File: src/hdl/assert_macros.svh
// Assertion macros used by the datapath RTL file.
`ifndef ASSERT_MACROS_SVH
`define ASSERT_MACROS_SVH

// Checked only outside reset.
`define ASSERT_ON(lbl, clk, rst, prop, msg) \
  lbl: assert property (@(posedge clk) disable iff (rst) prop) else $error(msg);

// Checked at every edge, reset included.
`define ASSERT_ALWAYS(lbl, clk, prop, msg) \
  lbl: assert property (@(posedge clk) prop) else $error(msg);

`endif

File: src/hdl/ffwq_pkg.sv
// Types and constants of the first-fit waitlist queue.
package ffwq_pkg;

  localparam int NameW     = 64;
  localparam int SizeW     = 8;
  localparam int EntryW    = NameW + SizeW;
  localparam int CountOutW = 5;
  localparam int DepthDef  = 16;
  localparam logic [SizeW-1:0] MaxSizeRst = 8'd10;

  typedef enum logic [1:0] {
    OP_INSERT = 2'd0,
    OP_REMOVE = 2'd1,
    OP_CLEAR  = 2'd2,
    OP_LIST   = 2'd3
  } opcode_t;

  typedef enum logic [1:0] {
    ST_OK        = 2'd0,
    ST_NONE      = 2'd1,
    ST_FULL      = 2'd2,
    ST_TOO_LARGE = 2'd3
  } status_t;

  typedef enum logic [3:0] {
    S_IDLE,
    S_EXEC,
    S_SRCH_RD,
    S_SRCH_CHK,
    S_SHIFT_CHK,
    S_SHIFT_WR,
    S_LIST_RD,
    S_LIST_EMIT,
    S_EMIT
  } state_t;

  typedef struct packed {
    logic    latch;
    logic    set_res;
    status_t res_code;
    logic    res_take;
    logic    ins_write;
    logic    mv_write;
    logic    cnt_inc;
    logic    cnt_dec;
    logic    cnt_clr;
    logic    idx_clr;
    logic    idx_inc;
    logic    rd_sel_next;
    logic    out_load_res;
    logic    out_load_list;
  } cmd_t;

  typedef struct packed {
    opcode_t op;
    logic    full;
    logic    too_large;
    logic    empty;
    logic    fits;
    logic    idx_end;
    logic    out_free;
  } stat_t;

endpackage

File: src/hdl/ffwq_ctrl.sv
// Sequencer of the waitlist queue: decodes the item and steps search, shift and list.
module ffwq_ctrl
  import ffwq_pkg::*;
(
  input  logic  clk,
  input  logic  rst,
  input  logic  in_valid,
  output logic  in_ready,
  input  stat_t stat,
  output cmd_t  cmd
);

  state_t state, state_next;

  always_ff @(posedge clk) begin
    if (rst) begin
      state <= S_IDLE;
    end else begin
      state <= state_next;
    end
  end

  always_comb begin
    state_next = state;
    cmd        = '0;
    in_ready   = 1'b0;
    case (state)
      S_IDLE: begin
        in_ready = 1'b1;
        if (in_valid) begin
          cmd.latch  = 1'b1;
          state_next = S_EXEC;
        end
      end
      S_EXEC: begin
        case (stat.op)
          OP_INSERT: begin
            cmd.set_res = 1'b1;
            if (stat.full) begin
              cmd.res_code = ST_FULL;
            end else if (stat.too_large) begin
              cmd.res_code = ST_TOO_LARGE;
            end else begin
              cmd.res_code  = ST_OK;
              cmd.ins_write = 1'b1;
              cmd.cnt_inc   = 1'b1;
            end
            state_next = S_EMIT;
          end
          OP_CLEAR: begin
            cmd.set_res  = 1'b1;
            cmd.res_code = ST_OK;
            cmd.cnt_clr  = 1'b1;
            state_next   = S_EMIT;
          end
          OP_REMOVE: begin
            if (stat.empty) begin
              cmd.set_res  = 1'b1;
              cmd.res_code = ST_NONE;
              state_next   = S_EMIT;
            end else begin
              cmd.idx_clr = 1'b1;
              state_next  = S_SRCH_RD;
            end
          end
          default: begin
            if (stat.empty) begin
              cmd.set_res  = 1'b1;
              cmd.res_code = ST_NONE;
              state_next   = S_EMIT;
            end else begin
              cmd.idx_clr = 1'b1;
              state_next  = S_LIST_RD;
            end
          end
        endcase
      end
      S_SRCH_RD: begin
        state_next = S_SRCH_CHK;
      end
      S_SRCH_CHK: begin
        if (stat.fits) begin
          cmd.set_res  = 1'b1;
          cmd.res_code = ST_OK;
          cmd.res_take = 1'b1;
          state_next   = S_SHIFT_CHK;
        end else if (stat.idx_end) begin
          cmd.set_res  = 1'b1;
          cmd.res_code = ST_NONE;
          state_next   = S_EMIT;
        end else begin
          cmd.idx_inc = 1'b1;
          state_next  = S_SRCH_RD;
        end
      end
      S_SHIFT_CHK: begin
        if (stat.idx_end) begin
          cmd.cnt_dec = 1'b1;
          state_next  = S_EMIT;
        end else begin
          cmd.rd_sel_next = 1'b1;
          state_next      = S_SHIFT_WR;
        end
      end
      S_SHIFT_WR: begin
        cmd.mv_write = 1'b1;
        cmd.idx_inc  = 1'b1;
        state_next   = S_SHIFT_CHK;
      end
      S_LIST_RD: begin
        state_next = S_LIST_EMIT;
      end
      S_LIST_EMIT: begin
        if (stat.out_free) begin
          cmd.out_load_list = 1'b1;
          if (stat.idx_end) begin
            state_next = S_IDLE;
          end else begin
            cmd.idx_inc = 1'b1;
            state_next  = S_LIST_RD;
          end
        end
      end
      S_EMIT: begin
        if (stat.out_free) begin
          cmd.out_load_res = 1'b1;
          state_next       = S_IDLE;
        end
      end
      default: begin
        state_next = S_IDLE;
      end
    endcase
  end

endmodule

File: src/hdl/ffwq_dpath.sv
// Datapath of the waitlist queue: entry memory, count, index, limit register, output register.
`include "assert_macros.svh"

module ffwq_dpath
  import ffwq_pkg::*;
#(
  parameter int DEPTH = DepthDef
)
(
  input  logic                 clk,
  input  logic                 rst,
  input  logic                 cfg_wr_en,
  input  logic [SizeW-1:0]     cfg_wr_data,
  input  logic [1:0]           opcode,
  input  logic [NameW-1:0]     name_tag,
  input  logic [SizeW-1:0]     entry_size,
  input  logic [SizeW-1:0]     availability,
  output logic                 out_valid,
  input  logic                 out_ready,
  output logic [1:0]           status,
  output logic [NameW-1:0]     name_out,
  output logic [SizeW-1:0]     size_out,
  output logic [CountOutW-1:0] entry_count,
  output logic                 last,
  input  cmd_t                 cmd,
  output stat_t                stat
);

  localparam int AddrW = $clog2(DEPTH);
  localparam int CntW  = $clog2(DEPTH + 1);

  logic [EntryW-1:0] mem [DEPTH];
  logic [EntryW-1:0] rdata;
  logic [AddrW-1:0]  rd_addr;
  logic [AddrW-1:0]  wr_addr;
  logic [EntryW-1:0] wr_data;
  logic              wr_en;

  logic [CntW-1:0]   cnt;
  logic [AddrW-1:0]  idx;
  logic [CntW-1:0]   idx_p1;
  logic [SizeW-1:0]  max_size;

  opcode_t           op_q;
  logic [NameW-1:0]  tag_q;
  logic [SizeW-1:0]  size_q;
  logic [SizeW-1:0]  avail_q;

  status_t           res_status;
  logic [NameW-1:0]  res_name;
  logic [SizeW-1:0]  res_size;

  logic [SizeW-1:0]  rd_size;
  logic [NameW-1:0]  rd_name;

  assign rd_size = rdata[SizeW-1:0];
  assign rd_name = rdata[EntryW-1:SizeW];
  assign idx_p1  = CntW'(idx) + CntW'(1);

  assign rd_addr = cmd.rd_sel_next ? AddrW'(idx_p1) : idx;
  assign wr_en   = cmd.ins_write | cmd.mv_write;
  assign wr_addr = cmd.ins_write ? cnt[AddrW-1:0] : idx;
  assign wr_data = cmd.ins_write ? {tag_q, size_q} : rdata;

  always_ff @(posedge clk) begin
    if (wr_en) begin
      mem[wr_addr] <= wr_data;
    end
    rdata <= mem[rd_addr];
  end

  always_comb begin
    stat.op        = op_q;
    stat.full      = (cnt == CntW'(DEPTH));
    stat.too_large = (size_q > max_size);
    stat.empty     = (cnt == '0);
    stat.fits      = (rd_size <= avail_q);
    stat.idx_end   = (idx_p1 >= cnt);
    stat.out_free  = !out_valid || out_ready;
  end

  always_ff @(posedge clk) begin
    if (rst) begin
      cnt       <= '0;
      max_size  <= MaxSizeRst;
      out_valid <= 1'b0;
    end else begin
      if (cfg_wr_en) begin
        max_size <= cfg_wr_data;
      end
      if (cmd.cnt_clr) begin
        cnt <= '0;
      end else if (cmd.cnt_inc) begin
        cnt <= cnt + CntW'(1);
      end else if (cmd.cnt_dec) begin
        cnt <= cnt - CntW'(1);
      end
      if (cmd.out_load_res || cmd.out_load_list) begin
        out_valid <= 1'b1;
      end else if (out_ready) begin
        out_valid <= 1'b0;
      end
    end
  end

  always_ff @(posedge clk) begin
    if (cmd.latch) begin
      op_q    <= opcode_t'(opcode);
      tag_q   <= name_tag;
      size_q  <= entry_size;
      avail_q <= availability;
    end
    if (cmd.idx_clr) begin
      idx <= '0;
    end else if (cmd.idx_inc) begin
      idx <= AddrW'(idx_p1);
    end
    if (cmd.set_res) begin
      res_status <= cmd.res_code;
      res_name   <= cmd.res_take ? rd_name : '0;
      res_size   <= cmd.res_take ? rd_size : '0;
    end
    if (cmd.out_load_res) begin
      status      <= res_status;
      name_out    <= res_name;
      size_out    <= res_size;
      entry_count <= CountOutW'(cnt);
      last        <= 1'b1;
    end else if (cmd.out_load_list) begin
      status      <= ST_OK;
      name_out    <= rd_name;
      size_out    <= rd_size;
      entry_count <= CountOutW'(cnt);
      last        <= stat.idx_end;
    end
  end

  `ASSERT_ON(a_cnt_bound, clk, rst, cnt <= CntW'(DEPTH), "entry count above depth")
  `ASSERT_ON(a_ins_room, clk, rst, cmd.ins_write |-> !stat.full, "insert into full list")
  `ASSERT_ON(a_out_free, clk, rst, (cmd.out_load_res || cmd.out_load_list) |-> stat.out_free, "output overwritten")
  `ASSERT_ALWAYS(a_rst_empty, clk, $past(rst) |-> (cnt == '0 && !out_valid), "state not cleared by reset")

endmodule

File: src/hdl/first_fit_waitlist_queue_unit.sv
// Top level of the first-fit waitlist queue.
//
// Input channel (in_valid/in_ready) takes one command item: insert, remove
// first fit, clear or list. Output channel (out_valid/out_ready) returns
// result items; the last one of a command has last set. max_entry_size is
// written through cfg_wr_en/cfg_wr_data by the user while the block is idle;
// the block does not enforce this. in_ready is high only while the sequencer
// is idle; a result waiting in the output register does not hold off the
// next command. Insert and clear: result set in S_EXEC, loaded in S_EMIT.
// Remove: each entry is read (S_SRCH_RD) and checked (S_SRCH_CHK) until the
// first fit; later entries move down one place via S_SHIFT_CHK, S_SHIFT_WR.
// List: each held entry is read (S_LIST_RD) and emitted (S_LIST_EMIT) as one
// result item; empty list gives one item with status 1. Its pace is set by
// the registered entry memory read. A stalled receiver holds the output
// register and the sequencer waits. Reset empties the list, sets max_entry_size
// to 10 and drops out_valid; entry memory contents are not cleared.
module first_fit_waitlist_queue_unit
  import ffwq_pkg::*;
#(
  parameter int DEPTH = DepthDef
)
(
  input  logic                 clk,
  input  logic                 rst,
  input  logic                 cfg_wr_en,
  input  logic [SizeW-1:0]     cfg_wr_data,
  input  logic                 in_valid,
  output logic                 in_ready,
  input  logic [1:0]           opcode,
  input  logic [NameW-1:0]     name_tag,
  input  logic [SizeW-1:0]     entry_size,
  input  logic [SizeW-1:0]     availability,
  output logic                 out_valid,
  input  logic                 out_ready,
  output logic [1:0]           status,
  output logic [NameW-1:0]     name_out,
  output logic [SizeW-1:0]     size_out,
  output logic [CountOutW-1:0] entry_count,
  output logic                 last
);

  cmd_t  cmd;
  stat_t stat;

  ffwq_ctrl u_ctrl (
    .clk      (clk),
    .rst      (rst),
    .in_valid (in_valid),
    .in_ready (in_ready),
    .stat     (stat),
    .cmd      (cmd)
  );

  ffwq_dpath #(
    .DEPTH (DEPTH)
  ) u_dpath (
    .clk          (clk),
    .rst          (rst),
    .cfg_wr_en    (cfg_wr_en),
    .cfg_wr_data  (cfg_wr_data),
    .opcode       (opcode),
    .name_tag     (name_tag),
    .entry_size   (entry_size),
    .availability (availability),
    .out_valid    (out_valid),
    .out_ready    (out_ready),
    .status       (status),
    .name_out     (name_out),
    .size_out     (size_out),
    .entry_count  (entry_count),
    .last         (last),
    .cmd          (cmd),
    .stat         (stat)
  );

endmodule
File: config.mk
export PLATFORM = sky130hd
export DESIGN_NAME = first_fit_waitlist_queue_unit
export DESIGN_NICKNAME = d
export VERILOG_FILES = /design/src/hdl/ffwq_pkg.sv /design/src/hdl/ffwq_ctrl.sv /design/src/hdl/ffwq_dpath.sv /design/src/hdl/first_fit_waitlist_queue_unit.sv
export VERILOG_INCLUDE_DIRS = /design/src /design/src/hdl
export SDC_FILE = /design/constraint.sdc
export NUM_CORES = 2
export LEC_CHECK = 0
export BUFFER_PORTS_ARGS = -buffer_cell sky130_fd_sc_hd__buf_2
export CAP_MARGIN = 15
export CORE_MARGIN = 2
export CORE_UTILIZATION = 55
export DETAILED_ROUTE_END_ITERATION = 10
export PLACE_DENSITY = 0.77
export SYNTH_ARGS = -nofsm -noshare
export SYNTH_HDL_FRONTEND = slang
export SYNTH_SLANG_ARGS = --single-unit
File: constraint.sdc
create_clock -name clk -period 10.11 [get_ports clk]
set_clock_uncertainty 0.1 [all_clocks]
set_input_delay 1.011 -clock clk [delete_from_list [all_inputs] [get_ports clk]]
set_output_delay 1.011 -clock clk [all_outputs]
set_load 0.01 [all_outputs]
==> flow_summary.toml <==
[pwr]
ir_drop_mv = 0.203
switching_share_pct = 27.8
p_comb_share_pct = 19.4
powerDensity_nw_per_um2 = 255
p_clk_share_pct = 31.7
p_leak_nw = 21.4
p_int_w = 0.0117
pwr-share-seq_pct = 49.0
switchingPower_w = 0.00451

[sta]
rsz0062_at_grt = "no"
fmax_mhz = 190
hold_viol = 0
worstMarginPinSlew_ps = 1200
setup-tns-final_ps = 0
slew_headroom_pct = 19.4
holdWs_ps = 329
slew_viol_final = 0
period_minus_slack_ps = 5260
post-route-period-util_pct = 52.1
finalSetupViolations = 0

[clock_tree]
htreeDepth = 4
cts_setup_buffers = 0
cts_tree = "done"
cts-resized-gates = 0
cts_num_sinks = 1482
clk_path_buf_depth = 3
cts_hold_buf = 0
cts-root-buf = "clkbuf_16"
cts_buffers = 143
cts.reportedPaths.clkPinSlew_ps = 70
clkLatencyLatePin_ps = 750

[floorplan]
num_rows = 117
fp.dieH_um = 325
die_area_um2 = 105000
die-width_um = 325
start_util_pct = 55.5
core_area_um2 = 102000
num_io_pins = 177

[synth]
netlist_instances = 3132
yosysSeqAreaShare_pct = 77.1
synth_area_leaders = "edfxtp_1 (74%), mux4_2 (6.0%), dfxtp_1 (3.4%)"
ys_seq_elements = 1482
async_reset_ff_share_pct = 0
yosysUniqueCellTypes = 57
synthFlopType = "edfxtp_1"
synth_edf_count = 1387
ys_warn_count = 0
synth_largest_area_cell = "edfxtp_1"
synth_top_area_share_pct = 73.7
syn_area_per_cell_um2 = 18.0
syn_area_um2 = 56500
syn-num-nets = 3253

[worst_setup_path]
worst-endpoint-required_ps = 10670
start_kind = "flop"
critPathTopFamily = "buffers and inverters"
cp.arrival_ps = 5820
r2r-start = "u_dpath.idx[0]"
worstSetupEndpointType = "flop"
critical_path_class = "reg -> reg"
cpMaxStageDelayCell = "buf_4"
path_cells = "ha_1 -> xor2_1 -> ha_1 -> a21o_1 -> a31oi_2 -> o211a_4 -> xor2_4 -> buf_4 -> buf_12 -> nor2_4 -> buf_4 -> nand3_1 -> nand4_1 -> o21ai_0"
path_max_fanout = 120
slowest_delay_ps = 760
crit_start = "u_dpath.idx[0]"
crit_buf_inv = 3

[flow_run]
maxCapViolations = 0

[grt]
grt_overflow = 0
grt_pass1_vias = 29870
antenna_found_initial = 2
grt-busiest-layer = "met2"
track_usage_pct = 24.4
grt_max_degree = 153
gr-usage-met3_pct = 4.05
grtUsageMet2_pct = 39.0
use_met1_pct = 34.5
grt_pass1_wl_um = 191000

[finish]
final_layout_size_suffix_gt1_share_pct = 22.4
post-route-util_pct = 62.7
diodes = 0
final_cells = 4842
area_delta_synth_final_pct = 13.0
final_net_count = 3478

[status]
outcome = "finished, final reports clean"

[detailed_routing]
wl_per_cell_um = 26.7
drt-pass1-iter-count = 6
drt.antenna.violating_nets = 0
drcViolationCount = 0
routed_wl_um = 129000
vias = 29825
drt_iter0_markers = 3895
viasPerCell = 6.16

[place]
port_buffers = 176
dp_hpwl_um = 65000
gp_congestion = 0.808
placed_cells = 4580

[worst_hold_path]
hp-start = "name_tag[24]"
hold_class = "in -> reg"
[synthesized netlist by cell type, types with 45 or more instances]
master    instances
and2_1           73
clkbuf_1         77
edfxtp_1       1387
buf_2            45
nand3_1         150
mux4_2          150
mux2_2          143
a221oi_1         63
o21ai_0          78
dfxtp_1          95
nand2_1         359
mux2i_1         139
[layout make-up]
cell class / instances / area [um^2]
repair buffers: 241 / 1420
well taps: 1368 / 1710
fillers: 6868 / 38000
clock inverters: 70 / 614
multi-input cells: 1460 / 12500
inverters: 29 / 109
flip-flops and latches: 1482 / 43600
clock buffers: 192 / 3930
[layer usage]
layer	wire length [um]	part of all wire, %
met5	0	0
met4	3490	2.7
met3	11500	8.9
met2	62700	49
met1	51400	40
[state kept, by name, indices dropped and copies added, names as in the netlist, 2 cells and up]
register / cells
u_dpath.res_size: 8
u_dpath.rdata: 72
u_dpath.status: 2
u_dpath.mem: 1152
u_dpath.op_q: 2
u_dpath.idx: 4
u_ctrl.state: 4
u_dpath.cnt: 5
u_dpath.avail_q: 8
u_dpath.res_status: 2
u_dpath.max_size: 8
u_dpath.size_q: 8
u_dpath.res_name: 64
u_dpath.name_out: 64
u_dpath.size_out: 8
u_dpath.tag_q: 64
u_dpath.entry_count: 5
[per-stage QoR]
step | total power [W] | setup WS [ps] | cell area (um^2)
finish | 0.0163 | 4850 | 63900
global route | 0.0168 | 4580 | 63900
CTS | 0.0163 | 4900 | 63900
detailed placement | 0.0112 | 4970 | 59300
global placement | 0.0111 | 5140 | 59300
floorplan | 0.0102 | 1960 | 56500
[power groups by stage]
stage	Sequential, W	Combinational (W)	Clock, W
2_1_floorplan	0.00791	0.00227	0
3_3_place_gp	0.00808	0.00300	0
3_5_place_dp	0.00807	0.00309	0
4_1_cts	0.00795	0.00314	0.00520
5_1_grt	0.00797	0.00342	0.00544
6_report	0.00796	0.00315	0.00515
[placed cells by master (no fill, tap or decap), types with 37 or more instances in the layout]
| cell | instances |
|---|---|
| mux2_2 | 143 |
| nand2_1 | 357 |
| clkbuf_16 | 144 |
| edfxtp_1 | 1387 |
| and2_1 | 72 |
| nand4_1 | 37 |
| mux2i_1 | 138 |
| a22oi_1 | 43 |
| nand3_1 | 150 |
| a221oi_1 | 63 |
| o21ai_0 | 77 |
| buf_2 | 176 |
| dfxtp_1 | 95 |
| buf_4 | 61 |
| mux4_2 | 150 |
[logic make-up (layout without fill, tap and decap cells)]
group	count (synthesis)	after routing	synth area share, %
adders and majority gates	26	26	0.589
muxes	433	433	11.3
DFF	1482	1482	77.1
AOI/OAI and AO/OA	295	295	3.56
and+or+nand+nor	690	690	5.60
xor gates and xnor gates	16	16	0.288
buffers and inverters	190	532	1.59
[worst register-to-register path, delay by kind of cell, from the launching register on]
kind / cells / cell delay (ps)
AO/OA/AOI/OAI: 4 / 950
XOR/XNOR: 2 / 350
adder cells (fa/ha/maj): 2 / 620
buffers and inverters: 3 / 1940
flip-flops: 1 / 700
AND/OR/NAND/NOR: 3 / 510
[final timing paths]
check	to	slack, ps	cells after the start
setup reg to reg	u_dpath.rdata[30]	4850	14
setup / recovery	u_dpath.rdata[30]	4850	14
hold reg to reg	u_dpath.max_size[3]	400	2
hold / removal	u_dpath.tag_q[24]	330	1
Power figures use the tool's default switching activity.
